==> src/hdl/linked_block_chain_manager_top_assert.svh <==
// assertion macros for the linked block chain manager
// expects i_clk and i_rst_n in the scope of the module that uses them
`ifndef LINKED_BLOCK_CHAIN_MANAGER_TOP_ASSERT_SVH
`define LINKED_BLOCK_CHAIN_MANAGER_TOP_ASSERT_SVH

// condition holds at every clock edge out of reset
`define LBCM_CHECK(label, cond, msg) \
    label: assert property (@(posedge i_clk) disable iff (!i_rst_n) (cond)) \
        else $error(msg);

// consequent holds in the same cycle as the antecedent
`define LBCM_IMPLY(label, ante, cons, msg) \
    label: assert property (@(posedge i_clk) disable iff (!i_rst_n) (ante) |-> (cons)) \
        else $error(msg);

`endif

==> src/hdl/lbcm_pkg.sv <==
// shared constants, types and helpers for the linked block chain manager
// no dependencies
`timescale 1ns / 1ps

package lbcm_pkg;

    // table geometry
    localparam int NUM_BLOCKS = 64;
    localparam int BLOCK_SIZE = 128;
    localparam int BLK_W      = $clog2(NUM_BLOCKS);
    localparam int LINK_W     = BLK_W + 1;
    localparam int OFF_W      = $clog2(BLOCK_SIZE);

    // item field widths
    localparam int KIND_W  = 2;
    localparam int BYTE_W  = 14;
    localparam int STAT_W  = 2;
    localparam int ADDR_W  = 13;
    localparam int CNT_W   = 7;
    localparam int NEED_W  = BYTE_W - OFF_W + 1;

    // stream widths
    localparam int S_TDATA_W = 24;
    localparam int S_TUSER_W = KIND_W;
    localparam int M_TDATA_W = 40;
    localparam int M_USED_W  = STAT_W + 3 * LINK_W + ADDR_W;

    // end of chain / empty / none
    localparam logic [LINK_W-1:0] NONE_MARK = LINK_W'(NUM_BLOCKS);

    typedef enum logic [KIND_W-1:0] {
        K_EXTEND = 2'd0,
        K_FREE   = 2'd1,
        K_LOCATE = 2'd2
    } t_kind;

    typedef enum logic [STAT_W-1:0] {
        STAT_OK      = 2'd0,
        STAT_NOSPACE = 2'd1,
        STAT_BEYOND  = 2'd2
    } t_status;

    // one table entry
    typedef struct packed {
        logic              used;
        logic [LINK_W-1:0] link;
    } t_entry;

    // any block number outside the table ends a chain
    function automatic logic is_end(input logic [LINK_W-1:0] b);
        return b >= NONE_MARK;
    endfunction

endpackage

==> src/hdl/linked_block_chain_manager_top.sv <==
// linked block chain manager: extend, free and locate on a linked block table
// depends on lbcm_pkg and linked_block_chain_manager_top_assert.svh
//
// channel | dir | tdata (low bit up)                               | tuser
// --------+-----+--------------------------------------------------+-------
// s_axis  | in  | head_block, byte_count, pad                      | kind
// m_axis  | out | status, new_head, block_index, byte_address,     | -
//         |     | block_count, pad                                 |
//
// one item at a time; the table sits in one memory with one read and one write
// port, and every chain step or table scan takes one entry read per cycle.
// extend walks the chain and, when it is short, counts free blocks and then, if
// enough are free, scans the table again to allocate them. free walks the chain
// and frees each block; locate walks the skipped links; unknown kind: no walk.
// reset (synchronous, active low) marks every block free through per-entry valid
// bits at once; no clearing pass. a held result does not block the next item
// until that item is finished.
`timescale 1ns / 1ps
`include "linked_block_chain_manager_top_assert.svh"

module linked_block_chain_manager_top (
    input  logic                            i_clk,
    input  logic                            i_rst_n,
    input  logic                            s_axis_tvalid,
    output logic                            s_axis_tready,
    // head_block [6:0], byte_count [20:7], zero pad [23:21]
    input  logic [lbcm_pkg::S_TDATA_W-1:0]  s_axis_tdata,
    // kind [1:0]
    input  logic [lbcm_pkg::S_TUSER_W-1:0]  s_axis_tuser,
    output logic                            m_axis_tvalid,
    input  logic                            m_axis_tready,
    // status [1:0], new_head [8:2], block_index [15:9], byte_address [28:16],
    // block_count [35:29], zero pad [39:36]
    output logic [lbcm_pkg::M_TDATA_W-1:0]  m_axis_tdata
);
    import lbcm_pkg::*;

    typedef enum logic [2:0] {
        S_IDLE,
        S_WALK,
        S_COUNT,
        S_ALLOC,
        S_CLOSE,
        S_FIN
    } t_state;

    localparam logic [BLK_W-1:0] LAST_BLK = BLK_W'(NUM_BLOCKS - 1);

    // table memory with per-entry valid bits
    t_entry             r_mem [NUM_BLOCKS];
    logic [NUM_BLOCKS-1:0] r_vld;
    t_entry             r_rd_data;
    logic               r_rd_vld;
    logic               r_byp;
    t_entry             r_byp_data;
    logic               wr_en;
    logic [BLK_W-1:0]   wr_addr;
    t_entry             wr_data;
    logic [BLK_W-1:0]   rd_addr;
    t_entry             q;

    // control and work registers
    t_state             r_state, n_state;
    logic [KIND_W-1:0]  r_kind, n_kind;
    logic [LINK_W-1:0]  r_cur, n_cur;
    logic [LINK_W-1:0]  r_tail, n_tail;
    logic               r_tail_used, n_tail_used;
    logic [OFF_W-1:0]   r_off, n_off;
    logic [NEED_W-1:0]  r_need, n_need;
    logic [NEED_W-1:0]  r_want, n_want;
    logic [CNT_W-1:0]   r_steps, n_steps;
    logic [CNT_W-1:0]   r_fcnt, n_fcnt;
    logic [CNT_W-1:0]   r_cnt, n_cnt;
    logic [BLK_W-1:0]   r_idx, n_idx;
    logic [BLK_W-1:0]   r_pend, n_pend;
    logic [STAT_W-1:0]  r_status, n_status;
    logic [LINK_W-1:0]  r_newhead, n_newhead;
    logic [LINK_W-1:0]  r_index, n_index;
    logic [ADDR_W-1:0]  r_addr, n_addr;

    // output register
    logic               r_m_valid, n_m_valid;
    logic [STAT_W-1:0]  r_o_status, n_o_status;
    logic [LINK_W-1:0]  r_o_newhead, n_o_newhead;
    logic [LINK_W-1:0]  r_o_index, n_o_index;
    logic [ADDR_W-1:0]  r_o_addr, n_o_addr;
    logic [CNT_W-1:0]   r_o_count, n_o_count;

    // input unpacking
    logic               acc_in;
    logic [LINK_W-1:0]  in_head;
    logic [LINK_W-1:0]  in_head_n;
    logic [BYTE_W-1:0]  in_bytes;
    logic [KIND_W-1:0]  in_kind;
    logic [BYTE_W:0]    in_round;
    logic               cur_ok;
    logic [CNT_W-1:0]   steps_inc;
    logic [CNT_W-1:0]   have;
    logic [CNT_W-1:0]   fc_inc;
    logic [CNT_W-1:0]   cnt_inc;

    assign s_axis_tready = (r_state == S_IDLE);
    assign acc_in        = s_axis_tvalid && s_axis_tready;
    assign in_head       = s_axis_tdata[LINK_W-1:0];
    assign in_bytes      = s_axis_tdata[LINK_W +: BYTE_W];
    assign in_kind       = s_axis_tuser[KIND_W-1:0];
    assign in_head_n     = is_end(in_head) ? NONE_MARK : in_head;
    assign in_round      = {1'b0, in_bytes} + (BYTE_W + 1)'(BLOCK_SIZE - 1);

    assign m_axis_tvalid = r_m_valid;
    assign m_axis_tdata  = {{(M_TDATA_W - M_USED_W){1'b0}}, r_o_count, r_o_addr,
                            r_o_index, r_o_newhead, r_o_status};

    // read data with same-cycle write forwarding; unwritten entries read as free
    always_comb begin
        if (r_byp) begin
            q = r_byp_data;
        end else if (r_rd_vld) begin
            q = r_rd_data;
        end else begin
            q = t_entry'{used: 1'b0, link: NONE_MARK};
        end
    end

    assign cur_ok    = !is_end(r_cur);
    assign steps_inc = r_steps + 1'b1;
    assign have      = cur_ok ? steps_inc : r_steps;
    assign fc_inc    = r_fcnt + CNT_W'(!q.used);
    assign cnt_inc   = r_cnt + 1'b1;

    // next state and memory access
    always_comb begin
        n_state     = r_state;
        n_kind      = r_kind;
        n_cur       = r_cur;
        n_tail      = r_tail;
        n_tail_used = r_tail_used;
        n_off       = r_off;
        n_need      = r_need;
        n_want      = r_want;
        n_steps     = r_steps;
        n_fcnt      = r_fcnt;
        n_cnt       = r_cnt;
        n_idx       = r_idx;
        n_pend      = r_pend;
        n_status    = r_status;
        n_newhead   = r_newhead;
        n_index     = r_index;
        n_addr      = r_addr;
        n_m_valid   = r_m_valid && !m_axis_tready;
        n_o_status  = r_o_status;
        n_o_newhead = r_o_newhead;
        n_o_index   = r_o_index;
        n_o_addr    = r_o_addr;
        n_o_count   = r_o_count;
        rd_addr     = r_cur[BLK_W-1:0];
        wr_en       = 1'b0;
        wr_addr     = r_cur[BLK_W-1:0];
        wr_data     = t_entry'{used: 1'b0, link: NONE_MARK};

        unique case (r_state)
            S_IDLE: begin
                if (acc_in) begin
                    n_kind      = in_kind;
                    n_cur       = in_head_n;
                    n_newhead   = in_head_n;
                    n_off       = in_bytes[OFF_W-1:0];
                    n_need      = (in_kind == K_LOCATE)
                                  ? NEED_W'(in_bytes[BYTE_W-1:OFF_W])
                                  : in_round[BYTE_W:OFF_W];
                    n_steps     = '0;
                    n_cnt       = '0;
                    n_tail      = NONE_MARK;
                    n_tail_used = 1'b0;
                    n_status    = STAT_OK;
                    n_index     = NONE_MARK;
                    n_addr      = '0;
                    rd_addr     = in_head_n[BLK_W-1:0];
                    if (in_kind == K_EXTEND || in_kind == K_FREE || in_kind == K_LOCATE) begin
                        n_state = S_WALK;
                    end else begin
                        n_state = S_FIN;
                    end
                end
            end

            // one chain link per cycle
            S_WALK: begin
                unique case (r_kind)
                    K_EXTEND: begin
                        if (cur_ok) begin
                            n_steps     = steps_inc;
                            n_tail      = r_cur;
                            n_tail_used = q.used;
                            n_cur       = q.link;
                            rd_addr     = q.link[BLK_W-1:0];
                        end
                        if (!cur_ok || is_end(q.link) || steps_inc == CNT_W'(NUM_BLOCKS)) begin
                            if ({1'b0, have} < r_need) begin
                                n_want  = r_need - {1'b0, have};
                                n_idx   = '0;
                                n_fcnt  = '0;
                                rd_addr = '0;
                                n_state = S_COUNT;
                            end else begin
                                n_state = S_FIN;
                            end
                        end
                    end
                    K_FREE: begin
                        if (cur_ok) begin
                            wr_en   = 1'b1;
                            wr_addr = r_cur[BLK_W-1:0];
                            wr_data = t_entry'{used: 1'b0, link: NONE_MARK};
                            n_steps = steps_inc;
                            n_cnt   = steps_inc;
                            n_cur   = q.link;
                            rd_addr = q.link[BLK_W-1:0];
                        end
                        if (!cur_ok || is_end(q.link) || steps_inc == CNT_W'(NUM_BLOCKS)) begin
                            n_newhead = NONE_MARK;
                            n_state   = S_FIN;
                        end
                    end
                    K_LOCATE: begin
                        if (!cur_ok) begin
                            n_status = STAT_BEYOND;
                            n_state  = S_FIN;
                        end else if ({1'b0, r_steps} == r_need) begin
                            n_index = r_cur;
                            n_addr  = {r_cur[BLK_W-1:0], r_off};
                            n_state = S_FIN;
                        end else begin
                            n_steps = steps_inc;
                            n_cur   = q.link;
                            rd_addr = q.link[BLK_W-1:0];
                        end
                    end
                    default: begin
                        n_state = S_FIN;
                    end
                endcase
            end

            // count free blocks until enough are seen or the last block is passed
            S_COUNT: begin
                n_fcnt  = fc_inc;
                n_idx   = r_idx + 1'b1;
                rd_addr = r_idx + 1'b1;
                if ({1'b0, fc_inc} >= r_want) begin
                    n_idx   = '0;
                    rd_addr = '0;
                    n_cnt   = '0;
                    n_state = S_ALLOC;
                end else if (r_idx == LAST_BLK) begin
                    n_status = STAT_NOSPACE;
                    n_state  = S_FIN;
                end
            end

            // take the lowest free blocks; each link is written when the next is found
            S_ALLOC: begin
                n_idx   = r_idx + 1'b1;
                rd_addr = r_idx + 1'b1;
                if (!q.used) begin
                    n_pend = r_idx;
                    n_cnt  = cnt_inc;
                    if (r_cnt == '0) begin
                        n_index = {1'b0, r_idx};
                        if (!is_end(r_tail)) begin
                            wr_en   = 1'b1;
                            wr_addr = r_tail[BLK_W-1:0];
                            wr_data = t_entry'{used: (r_tail[BLK_W-1:0] == r_idx) || r_tail_used,
                                               link: {1'b0, r_idx}};
                        end else begin
                            n_newhead = {1'b0, r_idx};
                        end
                    end else begin
                        wr_en   = 1'b1;
                        wr_addr = r_pend;
                        wr_data = t_entry'{used: 1'b1, link: {1'b0, r_idx}};
                    end
                    if ({1'b0, cnt_inc} == r_want) begin
                        n_state = S_CLOSE;
                    end
                end
            end

            // terminate the last new block, unless it is the old tail linked to itself
            S_CLOSE: begin
                if (!(r_cnt == CNT_W'(1) && r_tail == {1'b0, r_pend})) begin
                    wr_en   = 1'b1;
                    wr_addr = r_pend;
                    wr_data = t_entry'{used: 1'b1, link: NONE_MARK};
                end
                n_state = S_FIN;
            end

            // hand the result to the output register
            S_FIN: begin
                if (!r_m_valid || m_axis_tready) begin
                    n_m_valid   = 1'b1;
                    n_o_status  = r_status;
                    n_o_newhead = r_newhead;
                    n_o_index   = r_index;
                    n_o_addr    = r_addr;
                    n_o_count   = r_cnt;
                    n_state     = S_IDLE;
                end
            end

            default: begin
                n_state = S_IDLE;
            end
        endcase
    end

    // state and registered outputs
    always_ff @(posedge i_clk) begin
        if (!i_rst_n) begin
            r_state   <= S_IDLE;
            r_m_valid <= 1'b0;
        end else begin
            r_state     <= n_state;
            r_m_valid   <= n_m_valid;
            r_kind      <= n_kind;
            r_cur       <= n_cur;
            r_tail      <= n_tail;
            r_tail_used <= n_tail_used;
            r_off       <= n_off;
            r_need      <= n_need;
            r_want      <= n_want;
            r_steps     <= n_steps;
            r_fcnt      <= n_fcnt;
            r_cnt       <= n_cnt;
            r_idx       <= n_idx;
            r_pend      <= n_pend;
            r_status    <= n_status;
            r_newhead   <= n_newhead;
            r_index     <= n_index;
            r_addr      <= n_addr;
            r_o_status  <= n_o_status;
            r_o_newhead <= n_o_newhead;
            r_o_index   <= n_o_index;
            r_o_addr    <= n_o_addr;
            r_o_count   <= n_o_count;
        end
    end

    // table memory, one write and one registered read per cycle
    always_ff @(posedge i_clk) begin
        if (wr_en) begin
            r_mem[wr_addr] <= wr_data;
        end
        r_rd_data  <= r_mem[rd_addr];
        r_byp_data <= wr_data;
    end

    // valid bits and forwarding flags
    always_ff @(posedge i_clk) begin
        if (!i_rst_n) begin
            r_vld    <= '0;
            r_rd_vld <= 1'b0;
            r_byp    <= 1'b0;
        end else begin
            if (wr_en) begin
                r_vld[wr_addr] <= 1'b1;
            end
            r_rd_vld <= r_vld[rd_addr];
            r_byp    <= wr_en && (wr_addr == rd_addr);
        end
    end

    // checks
    `LBCM_IMPLY(a_nospace_clean, m_axis_tvalid && r_o_status == STAT_NOSPACE, r_o_count == '0 && r_o_index == NONE_MARK, "failed extend reports allocation")
    `LBCM_IMPLY(a_addr_block, m_axis_tvalid && r_o_addr != '0, r_o_addr[ADDR_W-1:OFF_W] == r_o_index[BLK_W-1:0], "byte address does not match located block")
    `LBCM_IMPLY(a_walk_bound, r_state == S_WALK && r_kind != K_LOCATE, r_steps < CNT_W'(NUM_BLOCKS), "chain walk ran past table size")
    `LBCM_IMPLY(a_alloc_bound, r_state == S_ALLOC, {1'b0, r_cnt} < r_want, "allocation went past the wanted count")

endmodule
==> config.mk <==
export PLATFORM = sky130hd
export DESIGN_NAME = linked_block_chain_manager_top
export DESIGN_NICKNAME = d
export VERILOG_FILES = /design/src/hdl/lbcm_pkg.sv /design/src/hdl/linked_block_chain_manager_top.sv
export VERILOG_INCLUDE_DIRS = /design/src /design/src/hdl
export SDC_FILE = /design/constraint.sdc
export NUM_CORES = 1
export LEC_CHECK = 0
export BUFFER_PORTS_ARGS = -buffer_cell sky130_fd_sc_hd__buf_2
export CORE_ASPECT_RATIO = 1.1
export CORE_MARGIN = 8
export CORE_UTILIZATION = 45
export DETAILED_ROUTE_END_ITERATION = 8
export GPL_TIMING_DRIVEN = 0
export REMOVE_ABC_BUFFERS = 1
export SYNTH_ARGS = -nofsm -noshare
export SYNTH_HDL_FRONTEND = slang
export SYNTH_SLANG_ARGS = --single-unit
==> constraint.sdc <==
create_clock -name i_clk -period 5.6 [get_ports i_clk]
set_clock_uncertainty 0.05 [all_clocks]
set_input_delay 0.28 -clock i_clk [delete_from_list [all_inputs] [get_ports i_clk]]
set_output_delay 0.28 -clock i_clk [all_outputs]
set_load 0.005 [all_outputs]
Yosys cells after proc, flatten, opt, wreduce, memory -nomap -nowiden
Memory sizes are Yosys's and may differ from the RTL's. A register that Yosys moved wholly into a read port is not among the register bits. Cells that the tools add are included.

Register bits after elaboration: 216. Memory bits (writable): 512. Bits of input ports: 30. Output and inout bits: 42. Word-level logic and storage cells: 237. Memories kept: 1.

Add/sub/neg operators: 6. Order comparisons: 9. Equal/unequal tests: 42. Mux-type cells: 108. Bitwise operators: 2. Reduce and logical (&&, ||, !) cells: 40.

Memory list: r_mem (depth 64, bits a word 8, read ports 1, clocked after Yosys merged registers in 1, wr ports 1, RTL line linked_block_chain_manager_top.sv:50) `t_entry r_mem [NUM_BLOCKS];`.

Operator list (number): two-way mux 7 bit (30); two-way mux 6 bit (14); one-hot mux 7 bit (2 select lines) (6); bitwise OR 64 bit (1); two-way mux 13 bit (4); two-way mux 8 bit (6); one-hot mux 7 bit (3 select lines) (2); two-way mux 3 bit (12); one-hot mux 6 bit (3 select lines) (2); >= comparator 7 bit (second input constant) (4); != test 2 bit (second input constant) (14); one-hot mux 7 bit (4 select lines) (1); one-hot mux 13 bit (2 select lines) (1); one-hot mux 6 bit (4 select lines) (1); AND reduction 8 bit (3); != test 3 bit (second input constant) (7); AND reduction 7 bit (3); AND reduction 5 bit (4); one-hot mux 3 bit (6 select lines) (1); == test 7 x 8 -> 1 bit (2); one-hot mux 8 bit (2 select lines) (1); adder 14 x 7 -> 15 bit (second input constant) (1); two-way mux 1 bit (15); adder 7 x 1 -> 7 bit (second input constant) (2); 40 further kinds (70).

Logic depth before layout (Yosys ltp)
Gate-level depths: netlist of the first run.

Depth in word-level cells: 10. Mapped depth: 22. Mapped depth without buffers: 18.

Worst setup path after synthesis of the first run
OpenSTA, ideal clock, no wires.

Path type: reg-to-reg. Start: reg r_byp. End: reg r_rd_data[3] (netlist name). Library setup time: 130 ps. Data arrival time: 4290 ps. Data required time: 5420 ps. Setup slack: 1129 ps. Stages on the path, launching flop included: 21. Buffers on the path: 2. Clock period less this slack: 4471 ps. Cells stage by stage: dfxtp_1 > and3b_1 > a21oi_1 > ha_1 > ha_1 > nand2_1 > nor2_1 > xor2_1 > ha_1 > nand4_1 > o311a_1 > a2111oi_1 > or2_1 > clkbuf_1 > nand2_1 > buf_4 > nand2_1 > a21oi_1 > or4_1 > nor4_1 > nor4b_2.

Elaborated cells on any way between the ends: 15. Classes of those cells: add/sub (1); order compare (2); mux (9); reduce/logical (3).

RTL lines: start, declared (RTL line linked_block_chain_manager_top.sv:54) `logic r_byp;`; start signal, assigned (RTL line linked_block_chain_manager_top.sv:370) `r_byp <= wr_en && (wr_addr == rd_addr);`; two-way mux 8 bit (RTL line linked_block_chain_manager_top.sv:116) `if (r_byp) begin`; zero test 1 bit; adder 7 x 1 -> 7 bit (RTL line linked_block_chain_manager_top.sv:128) `assign fc_inc = r_fcnt + CNT_W'(!q.used);`; via fc_inc[6] (RTL line linked_block_chain_manager_top.sv:99) `logic [CNT_W-1:0] fc_inc;`; >= comparator 7 x 8 -> 1 bit (RTL line linked_block_chain_manager_top.sv:250) `if ({1'b0, fc_inc} >= r_want) begin`; two-way mux 6 bit (RTL line linked_block_chain_manager_top.sv:250); one-hot mux 6 bit (4 select lines) (RTL line linked_block_chain_manager_top.sv:161) `unique case (r_state)`.

The timed path passes the listed nets, and every way through them passes these cells. A chain may end at the register's enable or synchronous reset.

Final worst setup path of the first run
Start: reg r_cnt[2]. End: mem r_mem[13][0] (netlist bit) (enable).

Longest elaborated chain between the ends: 6. Elaborated cells on any way between the ends: 13. Classes of those cells: eq/ne (1); mux (10); reduce/logical (2).

Ends and longest elaborated chain: start, declared (RTL line linked_block_chain_manager_top.sv:73) `logic [CNT_W-1:0] r_cnt, n_cnt;`; start signal, assigned (RTL line linked_block_chain_manager_top.sv:335) `r_cnt <= n_cnt;`; == test 7 x 1 -> 1 bit / zero test 7 bit (equally long branches) (RTL line linked_block_chain_manager_top.sv:291, linked_block_chain_manager_top.sv:268); logical AND 1 bit / two-way mux 1 bit (equally long branches) (RTL line linked_block_chain_manager_top.sv:291, linked_block_chain_manager_top.sv:268); two-way mux 1 bit (on tied branches) (RTL line linked_block_chain_manager_top.sv:291, linked_block_chain_manager_top.sv:265); one-hot mux 1 bit (3 select lines) (RTL line linked_block_chain_manager_top.sv:161); two-way mux 1 bit (RTL line linked_block_chain_manager_top.sv:352) `if (wr_en) begin`; two-way mux 1 bit (implied by the code) (RTL line linked_block_chain_manager_top.sv:353) `r_mem[wr_addr] <= wr_data;`; end, declared (RTL line linked_block_chain_manager_top.sv:50).

Parallel ways exist; a longest one is shown, timed or not.

==> results of run 1 <==
registers in the layout (all words and copies together) (netlist names), 8 cells and up:
register    flops
r_need          8
r_byp_data      8
r_mem         512
r_want          8
r_o_addr       13
r_addr         13
r_rd_data       8
r_vld          64
final timing paths:
path | start | end | slack [ps] | depth (start not counted)
min reg2reg | r_index[2] | r_o_index[2] | 370 | 0
min | s_axis_tdata[6] | r_newhead[6] | 30 | 3
max | r_cnt[2] | r_mem[13][0] | 190 | 9
max reg2reg | r_cnt[2] | r_mem[13][0] | 190 | 9
cell usage after synthesis, types with 5 or more instances:
| cell type | count | area [sq um] |
|---|---|---|
| a31oi_1 | 21 | 131 |
| a32oi_1 | 7 | 61.3 |
| a221oi_1 | 8 | 70.1 |
| mux2i_1 | 145 | 1450 |
| a21oi_1 | 96 | 480 |
| buf_6 | 9 | 101 |
| o211ai_1 | 6 | 45.0 |
| or4_1 | 7 | 52.6 |
| xnor2_1 | 41 | 359 |
| o221ai_1 | 6 | 52.6 |
| a21o_1 | 6 | 45.0 |
| o21a_1 | 56 | 420 |
| buf_2 | 51 | 255 |
| o21ai_1 | 5 | 25.0 |
| nor2b_1 | 18 | 113 |
| ha_1 | 21 | 263 |
| nand2b_1 | 15 | 93.8 |
| nor2_1 | 168 | 631 |
| a211o_1 | 7 | 61.3 |
| and2_1 | 30 | 188 |
| nand4_1 | 12 | 75.1 |
| o21ai_0 | 47 | 235 |
| or3_1 | 13 | 81.3 |
| dfxtp_1 | 86 | 1720 |
| buf_4 | 25 | 188 |
| a2111oi_0 | 6 | 52.6 |
| xor2_1 | 30 | 263 |
| o22ai_1 | 23 | 144 |
| nor4_1 | 18 | 113 |
| a22o_1 | 5 | 43.8 |
| a22oi_1 | 16 | 120 |
| and3_1 | 41 | 257 |
| nor3_1 | 23 | 115 |
| a311oi_1 | 5 | 43.8 |
| a211oi_1 | 29 | 218 |
| o31ai_1 | 5 | 37.5 |
| inv_1 | 31 | 116 |
| nand3_1 | 113 | 566 |
| nand2_1 | 369 | 1390 |
| clkbuf_1 | 44 | 165 |
| edfxtp_1 | 650 | 19500 |
| mux2_2 | 18 | 203 |
final cells by class:
type / instances / area, sq um
fill: 5831 / 32900
clock buffer: 100 / 2040
antenna: 2 / 5.00
sequential: 736 / 21200
inverter: 34 / 130
timing repair buffer: 128 / 1270
tap: 927 / 1160
multi-input combinational: 1536 / 10100
clock inverter: 34 / 343
placed cells by master (no fill, tap or decap), types with 12 or more instances in the layout:
cell type / count
a211oi_1: 25
a21oi_1: 90
a22oi_1: 16
a31oi_1: 21
and2_1: 24
and3_1: 41
buf_12: 16
buf_2: 65
buf_4: 17
clkbuf_1: 20
clkbuf_16: 77
dfxtp_1: 84
dlygate4sd3_1: 16
edfxtp_1: 650
ha_1: 20
inv_1: 30
mux2_2: 18
mux2i_1: 145
nand2_1: 363
nand2b_1: 14
nand3_1: 110
nand4_1: 12
nor2_1: 153
nor2_2: 12
nor2b_1: 17
nor3_1: 17
o21a_1: 56
o21ai_0: 46
o22ai_1: 23
or3_1: 13
xnor2_1: 41
xor2_1: 30
timing repair:
| item | in CTS | in global routing |
|---|---|---|
| gates cloned | 6 | 0 |
| buffers inserted | 18 | 1 |
| pin swaps | 10 | 8 |
| hold endpoints to repair | 17 | 0 |
| hold buffers | 16 | 0 |
| setup endpoints to repair | 37 | 156 |
| gates resized for setup | 61 | 32 |
cells by family after synthesis:
logic type	Yosys count
AOI/OAI and AO/OA	415
xor gates and xnor gates	71
adders and majority gates	22
buffers and inverters	167
DFF	736
muxes	164
other	1
and+or+nand+nor	855
where the power goes:
part           switching (mW)  internal (mW)  total [mW]
clock                    2.09           2.81        4.90
combinational            3.90           2.07        5.97
sequential              0.194           6.29        6.48
per-stage QoR:
stage	utilization	hold slack, ps
2_1_floorplan	-	329
3_3_place_gp	0.467	351
3_5_place_dp	0.477	356
4_1_cts	0.522	9.45
5_1_grt	0.524	52.4
6_report	0.524	34.5
critical path: stages, from the launching register on:
cell	delay, ps
edfxtp_1	460
or4_1	540
nor2_1	510
and2_1	320
a21oi_2	160
a21oi_2	380
nor2_1	90
nor3_1	950
nand3_1	590
nor2_1	960
metal layers:
layer	routed length [um]	GRT usage
met3	6490	0.0370
met1	35400	0.283
met5	0	0
met2	43200	0.369
met4	3300	0.0902
==> run_results.csv, run 1 <==
group,metric,value,unit
outcome,outcome,"finished clean",
placed_design,preCtsSetupSlack,-1980,ps
route,wl,88400,um
sta,relSlewSlack,0.0648,
synthesis,syn-instance-count,2431,
placed_design,place_inst,3319,
clock_tree,cts_sinks,736,
sta,worst_slack,193,ps
synthesis,synth-xor-area-share,0.0197,
clock_tree,ctsRootBufferMaster,"clkbuf_16",
setup_path,worstPathRequired,5770,ps
global_routing,grt_pass1_vias,20300,
worst_hold_path,hp-class,"input port to flip-flop",
sta,rsz0062_at_grt,"false",
power_and_ir_drop,ir_drop,0.291,mV
sta,finalCriticalPeriod,5410,ps
synthesis,syn_area,0.0315,sq mm
global_routing,grt_pass1_wl,130000,um
global_routing,grt-ovfl-total,0,
placed_design,post-dp-hpwl,55600,um
cells_and_area,area_growth,15.1,%
power_and_ir_drop,leakage,12.3,nW
sta,clock.fmax,185,MHz
synthesis,syn_avg_cell_area,13.0,sq um
sta,hold_violations,0,
synthesis,async_reset_ff_frac,0,
synthesis,synth_compound_area_frac,0.0920,
sta,fin_setup_tns,0,ps
route,dr.pass1.iters,6,
global_routing,antenna_found_initial,1,
sta,setup_viol,0,
sta,final_max_slew_viol_count,0,
global_routing,grt_max_degree,64,
synthesis,synthFlopType,"edfxtp_1",
cells_and_area,drive_gt1_frac,0.139,
clock_tree,clk_latency,610,ps
global_routing,grtUsageTotal,0.220,
synthesis,synth_fa_ha_area_frac,0.00897,
setup_path,worstPathArrival,5570,ps
cells_and_area,final_cells,3497,
sta,worstMarginPinSlew,1400,ps
route,drcViolationCount,0,
floorplan,die_height,294,um
floorplan,num_rows,101,
floorplan,core_area,0.0691,sq mm
synthesis,yosysUniqueCellTypes,95,
route,vias,20700,
clock_tree,tritoncts,"yes",
synthesis,synth_edf_count,650,
placed_design,placed_area,0.0330,sq mm
setup_path,start_kind,"flip-flop",
setup_path,cp-end-kind,"flip-flop",
floorplan,start_util,0.456,
setup_path,critPathKind,"flip-flop to flip-flop",
clock_tree,htreeDepth,3,
floorplan,die_w,268,um
power_and_ir_drop,finalPower,17.4,mW
synthesis,synthMuxAreaShare,0.0530,
synthesis,synth_top_family_by_area,"simple AND/OR/NAND/NOR gates",
synthesis,ys_ff_latch,736,
power_and_ir_drop,power-per-cell-area,479,mW/mm^2
setup_path,worstPathMaxFanout,10,
placed_design,port_buffers,64,
synthesis,synthSimpleGateAreaFrac,0.125,
flow_run,cap_violations,0,
route,drtAntennaViolNets,0,
route,drtIter0Drc,2051,
cells_and_area,stdcell_area,0.0363,sq mm
synthesis,synth_seq_area_share,0.674,
clock_tree,cts_buffer_depth,3,
floorplan,die_area,0.0788,sq mm
placed_design,routabilityCongestion,0.916,
route,detail_route.wl_per_cell,25.3,um
floorplan,boundaryPins,72,
cells_and_area,final_nets,2563,
sta,finalCritPeriodShare,0.966,
route,via_per_inst,5.91,
clock_tree,numCtsBuffers,75,
synthesis,ys_warn_count,0,
clock_tree,clkTransAtPathRegs,60,ps
No activity file was read; power rests on OpenSTA's default activity.
==> run 2: changes to the inputs <==
BUFFER_PORTS_ARGS = -buffer_cell sky130_fd_sc_hd__buf_4   (was -buffer_cell sky130_fd_sc_hd__buf_2)
==> run 2 against run 1 <==
Against the previous run:
- worst setup slack got worse by 66 ps
- largest cell class unchanged
- highest routed layer unchanged
- power barely moved
- critical endpoint is now r_mem[59][5]
- via count shrank 1.3%
- final cell count rose by 0.49%
- clock-buffer cell count is 4 higher
==> run_results.csv, run 2 (synthesis gave the netlist of run 1 again) <==
group,metric,value,unit
clock_tree,cts_sinks,736,
flow_run,cap_violations,0,
sta,finalCriticalPeriod,5470,ps
placed_design,routabilityCongestion,0.895,
clock_tree,htreeDepth,3,
setup_path,cp-end-kind,"flip-flop",
clock_tree,ctsRootBufferMaster,"clkbuf_16",
setup_path,cp.depth,9,
global_routing,grt_pass1_vias,20200,
floorplan,die_w,268,um
sta,fin_setup_tns,0,ps
setup_path,ff2ff_path_depth,9,
cells_and_area,final_nets,2575,
sta,finalCritPeriodShare,0.977,
clock_tree,tritoncts,"yes",
setup_path,worstPathMaxFanout,13,
floorplan,num_rows,101,
setup_path,cp_slowest_cell,"nor2_1",
cells_and_area,reg.largest.list,"r_mem: 512 flops, r_vld: 64 flops",
setup_path,crit_buf_inv,0,
clock_tree,numCtsBuffers,77,
cells_and_area,largest_register_ffs,512,
power_and_ir_drop,power-per-cell-area,475,mW/mm^2
route,drcViolationCount,0,
global_routing,antenna_found_initial,0,
setup_path,critPathKind,"flip-flop to flip-flop",
outcome,outcome,"finished clean",
cells_and_area,final_cell_mix,"650 x edfxtp_1, 365 x nand2_1, 159 x nor2_1, 145 x mux2i_1, 111 x nand3_1",
sta,rsz0062_at_grt,"true",
sta,hold_violations,0,
worst_hold_path,hp-class,"input port to flip-flop",
setup_path,worstPathArrival,5660,ps
sta,worstMarginPinSlew,1420,ps
sta,clock.fmax,183,MHz
global_routing,grt-ovfl-total,0,
floorplan,start_util,0.456,
setup_path,max_stage_delay,1010,ps
placed_design,port_buffers,64,
floorplan,boundaryPins,72,
cells_and_area,area_growth,15.9,%
route,detail_route.wl_per_cell,24.9,um
floorplan,core_area,0.0691,sq mm
power_and_ir_drop,ir_drop,0.297,mV
cells_and_area,drive_gt1_frac,0.136,
setup_path,start_kind,"flip-flop",
placed_design,post-dp-hpwl,55500,um
route,via_per_inst,5.81,
sta,final_max_slew_viol_count,0,
global_routing,grtUsageTotal,0.218,
floorplan,die_height,294,um
route,drtIter0Drc,2081,
sta,setup_viol,0,
sta,relSlewSlack,0.0523,
clock_tree,clk_latency,630,ps
cells_and_area,stdcell_area,0.0365,sq mm
setup_path,crit_chain,"or4_1 > nor2_1 > and2_1 > a21oi_2 > a21oi_2 > o22ai_1 > a21oi_1 > nand4_1 > nor2_1",
cells_and_area,area.sequential,0.0212,sq mm
route,dr.pass1.iters,6,
cells_and_area,top_register,"r_mem",
cells_and_area,multi_input_area,0.00996,sq mm
setup_path,crit_family,"simple AND/OR/NAND/NOR gates",
setup_path,ff2ff_setup_slack,130,ps
route,vias,20400,
placed_design,placed_area,0.0332,sq mm
power_and_ir_drop,leakage,12.5,nW
clock_tree,cts_buffer_depth,3,
cells_and_area,mostFrequentLayoutCell,"edfxtp_1",
worst_hold_path,hold_depth,3,
cells_and_area,n_fill_cell,5794,
clock_tree,clkTransAtPathRegs,60,ps
global_routing,grt_max_degree,64,
floorplan,die_area,0.0788,sq mm
setup_path,worstPathRequired,5790,ps
route,wl,87400,um
global_routing,grt_pass1_wl,129000,um
route,drtAntennaViolNets,0,
[run 2: cell types whose count changed in the layout (fill, tap and decap cells not counted), moves of 4 or more]
cell      previous run  this run
nor2_1             153       159
buf_4               17        85
buf_2               65         1
nor2_2              12         6
buf_16               9        13
clkinv_1             9        16
[run 2: final cells by class]
type / instances / share of cell area
flip-flops and latches: 736 / 0.582
multi-input cells: 1535 / 0.273
clock buffers: 104 / 0.0575
repair buffers: 139 / 0.0436
well taps: 927 / 0.0318
clock inverters: 38 / 0.00904
inverters: 34 / 0.00356
diodes: 1 / 0.0000685
[run 2: stage by stage]
| stage | total power [mW] | util | std cells | setup slack [ps] | hold WS, ps |
|---|---|---|---|---|---|
| after floorplan | 10.0 | - | 2301 | -2840 | 329 |
| after global placement | 12.0 | 0.469 | 3292 | -8210 | 351 |
| after detailed placement | 12.0 | 0.480 | 3321 | -2090 | 355 |
| after CTS | 17.2 | 0.524 | 3499 | 4.19 | 18.1 |
| after global routing | 18.1 | 0.528 | 3513 | -104 | 96.3 |
| final | 17.4 | 0.528 | 3514 | 127 | 70.4 |
[run 2: worst paths after layout]
| path | end | from |
|---|---|---|
| worst max-delay path | r_mem[59][5] | r_cnt[2] |
| worst min-delay path | m_axis_tvalid | m_axis_tready |
| worst max register to register | r_mem[59][5] | r_cnt[2] |
| worst min register to register | r_o_newhead[0] | r_newhead[0] |
[run 2: worst reg2reg max path, delay by kind of cell (launching register included)]
| kind | cells | cell delay, ps |
|---|---|---|
| simple gates | 5 | 3090 |
| flops | 1 | 460 |
| compound gates | 4 | 1510 |
[run 2: routing by layer]
| metal | up-vias | share of wire | global-route usage |
|---|---|---|---|
| li1 | 9276 | - | - |
| met4 | 0 | 0.038 | 0.0929 |
| met5 | - | 0 | 0 |
| met3 | 160 | 0.074 | 0.0337 |
| met2 | 802 | 0.49 | 0.362 |
| met1 | 10200 | 0.40 | 0.282 |
[run 2: power breakdown]
| part | switching (mW) | leakage, nW | internal, mW |
|---|---|---|---|
| sequential | 0.188 | 6.17 | 6.29 |
| clock | 2.09 | 1.18 | 2.87 |
| combinational | 3.83 | 5.14 | 2.10 |
| total | 6.10 | 12.5 | 11.3 |
[run 2: timing repair]
action / CTS / global route
buffers inserted: 13 / 11
gates cloned: 4 / 2
pin swaps: 7 / 3
resized for setup: 54 / 23
hold buffers: 19 / 0
endpoints found under the hold margin: 18 / 0
setup endpoints to repair: 14 / 51
